`src/design/tqcp_pkg.sv`:
```
// ----------------------------------------------------------------------------
// tqcp_pkg
// Shared types, register indexes and helpers of the 2Q cache policy unit.
// ----------------------------------------------------------------------------
package tqcp_pkg;

    localparam int CFG_IDX_W  = 2;
    localparam int CFG_DATA_W = 5;
    localparam int LIM_W      = 9;

    localparam logic [CFG_IDX_W-1:0] CFG_MAIN_LIMIT  = 2'd0;
    localparam logic [CFG_IDX_W-1:0] CFG_NEW_LIMIT   = 2'd1;
    localparam logic [CFG_IDX_W-1:0] CFG_GHOST_LIMIT = 2'd2;

    typedef struct packed {
        logic               mode;
        logic signed [31:0] lookup_key;
        logic signed [31:0] store_value;
    } req_t;

    typedef struct packed {
        logic               hit;
        logic signed [31:0] read_value;
        logic [31:0]        hit_count;
        logic [31:0]        miss_count;
        logic [31:0]        eviction_count;
    } rsp_t;

    typedef struct packed {
        logic capture;
        logic match;
        logic update;
    } cmd_t;

    function automatic logic [31:0] sat_inc(input logic [31:0] c);
        return (c == 32'hFFFF_FFFF) ? c : c + 32'd1;
    endfunction

endpackage

```
`src/design/tqcp_ctrl.sv`:
```
// ----------------------------------------------------------------------------
// tqcp_ctrl
// Sequencer: accept a request, run the match pass, then the update pass.
// ----------------------------------------------------------------------------
module tqcp_ctrl
(
    input  logic           clk,
    input  logic           rst_n,
    input  logic           in_valid,
    output logic           in_stall,
    output logic           out_valid,
    input  logic           out_stall,
    output tqcp_pkg::cmd_t cmd
);

    localparam logic [1:0] ST_IDLE   = 2'd0;
    localparam logic [1:0] ST_MATCH  = 2'd1;
    localparam logic [1:0] ST_UPDATE = 2'd2;

    logic [1:0] state_reg, state_next;
    logic       out_valid_reg, out_valid_next;
    logic       slot_free;

    assign in_stall  = (state_reg != ST_IDLE);
    assign out_valid = out_valid_reg;
    assign slot_free = !out_valid_reg || !out_stall;

    always_comb
    begin
        cmd         = '0;
        state_next  = state_reg;
        case (state_reg)
            ST_IDLE:
            begin
                if (in_valid)
                begin
                    cmd.capture = 1'b1;
                    state_next  = ST_MATCH;
                end
            end
            ST_MATCH:
            begin
                cmd.match  = 1'b1;
                state_next = ST_UPDATE;
            end
            ST_UPDATE:
            begin
                // The update waits until the output register can take the result.
                if (slot_free)
                begin
                    cmd.update = 1'b1;
                    state_next = ST_IDLE;
                end
            end
            default:
            begin
                state_next = ST_IDLE;
            end
        endcase
    end

    always_comb
    begin
        out_valid_next = out_valid_reg;
        if (cmd.update)
            out_valid_next = 1'b1;
        else if (out_valid_reg && !out_stall)
            out_valid_next = 1'b0;
    end

    always_ff @(posedge clk or negedge rst_n)
    begin
        if (!rst_n)
        begin
            state_reg     <= ST_IDLE;
            out_valid_reg <= 1'b0;
        end
        else
        begin
            state_reg     <= state_next;
            out_valid_reg <= out_valid_next;
        end
    end

endmodule

```
`config.mk`:
```
export PLATFORM = sky130hd
export DESIGN_NAME = tqcp_ctrl
export DESIGN_NICKNAME = d
export VERILOG_FILES = /design/src/design/tqcp_pkg.sv /design/src/design/tqcp_ctrl.sv
export SDC_FILE = /design/constraint.sdc
export NUM_CORES = 1
export LEC_CHECK = 0
export BUFFER_PORTS_ARGS = -buffer_cell sky130_fd_sc_hd__buf_2
export CAP_MARGIN = 20
export CORE_AREA = 2 2 39 41
export DETAILED_ROUTE_END_ITERATION = 8
export DIE_AREA = 0 0 41 43
export GPL_TIMING_DRIVEN = 0
export SLEW_MARGIN = 20
export SYNTH_ARGS = -nofsm -noshare
export SYNTH_HDL_FRONTEND = slang
export SYNTH_SLANG_ARGS = --single-unit
```
`constraint.sdc`:
```
create_clock -name clk -period 0.8 [get_ports clk]
set_input_delay 0 -clock clk [delete_from_list [all_inputs] [get_ports clk]]
set_output_delay 0 -clock clk [all_outputs]
set_load 0.005 [all_outputs]
```
======== After elaboration in Yosys (flattened, before gate mapping) ========
Index checks and enable logic that the tools add are counted.
W data, S select, Z words.
operators by class
  mux-type cells .......................... 10
  reductions and logical operators ........ 8
  eq/ne operators ......................... 4
operators by type and width
  operator              count
  $mux W1               7
  $pmux W2 S3           1
  $mux W2               2
  $ne A2 B2 Y1 const B  2
  $reduce_bool A2 Y1    2
  $eq A2 B1 Y1 const B  1
  $eq A2 B2 Y1 const B  1
  $logic_not A1 Y1      2
  $logic_not A2 Y1      1
  $reduce_and A2 Y1     1
  $logic_and A1 B1 Y1   1
  $logic_or A1 B1 Y1    1
storage, ports and cells
  register bits ........................... 3
  word-level logic and storage cells ...... 24
  output and inout port bits .............. 5

======== Logic depth before layout (Yosys ltp) ========
  depth after elaboration ................. 5
  depth in mapped cells ................... 3

======== Worst setup path after synthesis ========
Ideal clock, no wire load.
  kind .................................... register to register
  start point ............................. register state_reg[0]
  end point ............................... register state_reg[0]
  required time ........................... 728 ps
  arrival ................................. 690 ps
  slack ................................... 38 ps
  buffers on the path ..................... 0
  clock period less this slack ............ 762 ps
  setup time .............................. 72 ps
  stages on the path, launching flop included .. 3
  path through ............................ dfrtp_1 > or2_1 > nor2_1
between the ends
  word-level cells in the longest chain between the ends .. 3
RTL lines
  item                                                     line             RTL
  start, declared                                          tqcp_ctrl.sv:20  logic [1:0] state_reg, state_next;
  start signal, assigned                                   tqcp_ctrl.sv:80  state_reg <= state_next;
  $eq A2 B2 Y1 / $logic_not A2 Y1 (equally long branches)  tqcp_ctrl.sv:32  case (state_reg)
  $ne A2 B2 Y1 (no source line)                            -
  $reduce_and A2 Y1 (no source line)                       -
Several ways; a longest one is shown, not always the timed one.
A chain may end at the register's enable or synchronous reset.

==> summary.md <==
| Metric | Value |
|---|---|
| CTS tree | built |
| Reg2Reg Capture Point | state_reg[0] |
| Setup Viol. Count Final | 6 |
| Syn. warnings | 0 |
| Starting density of the core | 0.1013 |
| Layout Utilization | 0.1953 |
| Top Metal Used | met3 |
| Ys async rst share | 1.000 |
| Drt pass-1 iters | 1 |
| Max-Cap Viols | 0 |
| Routed met1 length | 106 µm |
| Synth Area per Inst | 9.342 µm² |
| XOR/XNOR Fraction of Synth Area | 0 |
| P per Cell Area | 3105 nW/µm² |
| Clock Skew | 0.8750 ps |
| Synth Net Count | 19 |
| Synth Register Bits | 3 |
| Final worst slack | -279.6 ps |
| Seq/Total Area, Yosys | 0.5357 |
| Clock Latency Late Sink | 230 ps |
| Synth cell types | 10 |
| Antenna violations before repair | 0 |
| Area contributors post-synth | dfrtp_1 54%, buf_4 11%, nand2_1 5.4% |
| Hold_sp | in_valid |
| Gr usage total | 0.04527 |
| Static Leak | 0.1427 nW |
| Nets | 34 |
| Period minus WS final | 1080 ps |
| Layout cells sized above 1 | 0.5862 |
| Die height | 43 µm |
| Max VDD drop | 0.0005974 V |
| Sw Pwr | 0.2353 mW |
| Vias per inst | 3.067 |
| Area of the die | 1763 µm² |
| CTS H-tree lvls | 1 |
| Global-route wire length before repair | 476 µm |
| Critical Path Sink Type | output pin |
| Max Clock Freq | 926.3 MHz |
| Max Fanout on Critical Path | 3 |
| Synth Area in Adders | 0 |
| Fillers | 164 |
| R2R setup slack | -130 ps |
| Root Buffer | clkbuf_4 |
| CP required | 800 ps |
| Reg power frac | 0.295 |
| Routed Antenna Nets | 0 |
| Post-synth top cells | 3 x dfrtp_1, 2 x buf_4, 2 x nand2_1, 2 x nor2_1 |
| Dpl ws | -55.31 ps |
| Reg2reg path depth | 3 |
| CTS Buf Count | 3 |
| Chip width | 41 µm |
| Startpoint of the worst register-to-register path | state_reg[1] |
| Max FFs per register | 2 |
| Largest area contributor in the netlist | dfrtp_1 |
| Synth Area in Simple Gates | 0.2411 |
| Routed wl met3 | 34 µm |
| Arr. time, crit path | 1080 ps |
| Core Footprint | 1384 µm² |
| WL per Instance | 6.889 µm |
| Failing checks | setup timing |
| Worst Setup Path Type | flop to output pin |
| Post-synthesis compound-gate area fraction | 0.08929 |
| Combinational fraction of design power | 0.394 |
| Post-Syn Area | 140.1 µm² |
| Number of global-route vias before repair | 144 |
| Switching Share | 0.2805 |
| Worst slew margin | 0.8930 |
| Hold Slack | 5.650 ps |
| CTS Buffer Depth | 2 |
| Final Hold Fails | 0 |
| CP startpoint kind | flop |
| RSZ-0062 raised after global routing | yes |
| Rows | 14 |
| Main combinational cell family by area after synthesis | simple AND/OR/NAND/NOR gates |
| Hold Path End | state_reg[0] |
| Final period util | 1.349 |
| DRT iter0 DRCs | 0 |
| Top cell type's share of synthesized area | 0.5357 |
| I/O pin cnt | 9 |
| Largest net degree at the start of global routing | 4 |
| GPL Wtd Cong | 0.5456 |
| Slew Limit Fails | 0 |
| # DRC | 0 |
| Worst Hold Class | input port to flop |
| Post-DP HPWL | 198.9 µm |
| Worst-path clk slew | 40 ps |
| WL final | 310 µm |
| Internal power | 0.6037 mW |
| Overflow after GRT | 0 |
| Most frequent cell after synthesis | dfrtp_1 |
| Wire length on met2 | 169 µm |
| Setup TNS | -1135 ps |
| Vias | 138 |
| Syn Inst Count | 15 |
| Area Growth Syn to Fin | 92.86% |
| Top_reg_cell synth | dfrtp_1 |
| Status | complete, but fails checks |
| Clk sinks | 3 |
| Worst-Margin Slew | 160.5 ps |
| Clk network pwr share | 0.311 |
| EDFF count, synth | 0 |
| Ant diodes | 0 |
| Mux cell area share after synthesis | 0 |
| I/O Buffers | 8 |
| Hold Crit Depth | 3 |
-- repair_timing --
action	in CTS	in global routing
hold endpoints to repair	3	0
hold buffers	1	0
setup buffers	1	1
gates resized for setup	5	1
pin swaps	0	0
setup endpoints to repair	4	6
-- critical path, cell delays in order, from the launching register on --
cell and delay (ps):
dfrtp_1 410, or2_4 250, nor2_1 80, buf_2 110
-- power groups by stage --
| stage | registers (mW) | clock network (mW) | logic (mW) |
|---|---|---|---|
| 2_1_floorplan | 0.231 | 0 | 0.132 |
| 3_3_place_gp | 0.230 | 0 | 0.228 |
| 3_5_place_dp | 0.232 | 0 | 0.230 |
| 4_1_cts | 0.245 | 0.271 | 0.309 |
| 5_1_grt | 0.256 | 0.286 | 0.375 |
| 6_report | 0.247 | 0.261 | 0.331 |
-- worst max-delay path by stage --
stage                               to  cells past startpoint  slack, ps    startpoint
after floorplan           state_reg[0]                      2         40  state_reg[0]
after global placement          cmd[0]                      4        -50  state_reg[0]
after detailed placement        cmd[0]                      4        -60  state_reg[0]
after CTS                       cmd[2]                      3       -290  state_reg[1]
after global routing            cmd[2]                      3       -330  state_reg[1]
final                           cmd[2]                      3       -280  state_reg[1]
-- cells by family (layout without fill, tap and decap cells) --
kind of cell,Yosys count,in the layout
AO/OA/AOI/OAI,2,2
flip-flops,3,3
buffers and inverters,3,17
AND/OR/NAND/NOR,7,7
-- cells in the final DEF (no fill, tap or decap) --
| cell type | Yosys | routed |
|---|---|---|
| dfrtp_1 | 3 | 3 |
| buf_2 | 0 | 6 |
| clkbuf_1 | 0 | 1 |
| nor2b_1 | 1 | 1 |
| buf_4 | 2 | 3 |
| nand2_1 | 2 | 2 |
| buf_6 | 0 | 2 |
| nand2b_4 | 0 | 1 |
| or2_4 | 0 | 1 |
| dlygate4sd3_1 | 0 | 1 |
| o21bai_1 | 1 | 1 |
| inv_1 | 1 | 1 |
| nor2_1 | 2 | 2 |
| clkbuf_4 | 0 | 3 |
| a21oi_2 | 0 | 1 |
-- area by class of cell --
type / instances / area [µm²] / area share
timing repair buffer: 11 / 77.57 / 0.2870
sequential: 3 / 75.07 / 0.2778
inverter: 1 / 3.754 / 0.01389
multi-input combinational: 9 / 60.06 / 0.2222
tap: 16 / 20.02 / 0.07407
clock buffer: 4 / 26.28 / 0.09722
buffer: 1 / 7.507 / 0.02778
-- through the flow --
stage	power [mW]	instance area (µm²)	cells
3_5_place_dp	0.4619	200.2	39
6_report	0.8391	270.3	45
5_1_grt	0.9172	270.3	45
3_3_place_gp	0.4585	200.2	39
4_1_cts	0.8239	267.8	45
2_1_floorplan	0.3627	140.1	15
-- per-layer routing --
layer	up-vias	GRT usage
met5	-	0
met1	62	0.02913
met2	5	0.06563
li1	71	-
met4	0	0.04000
met3	0	0.04712
Power figures use the tool's default switching activity.
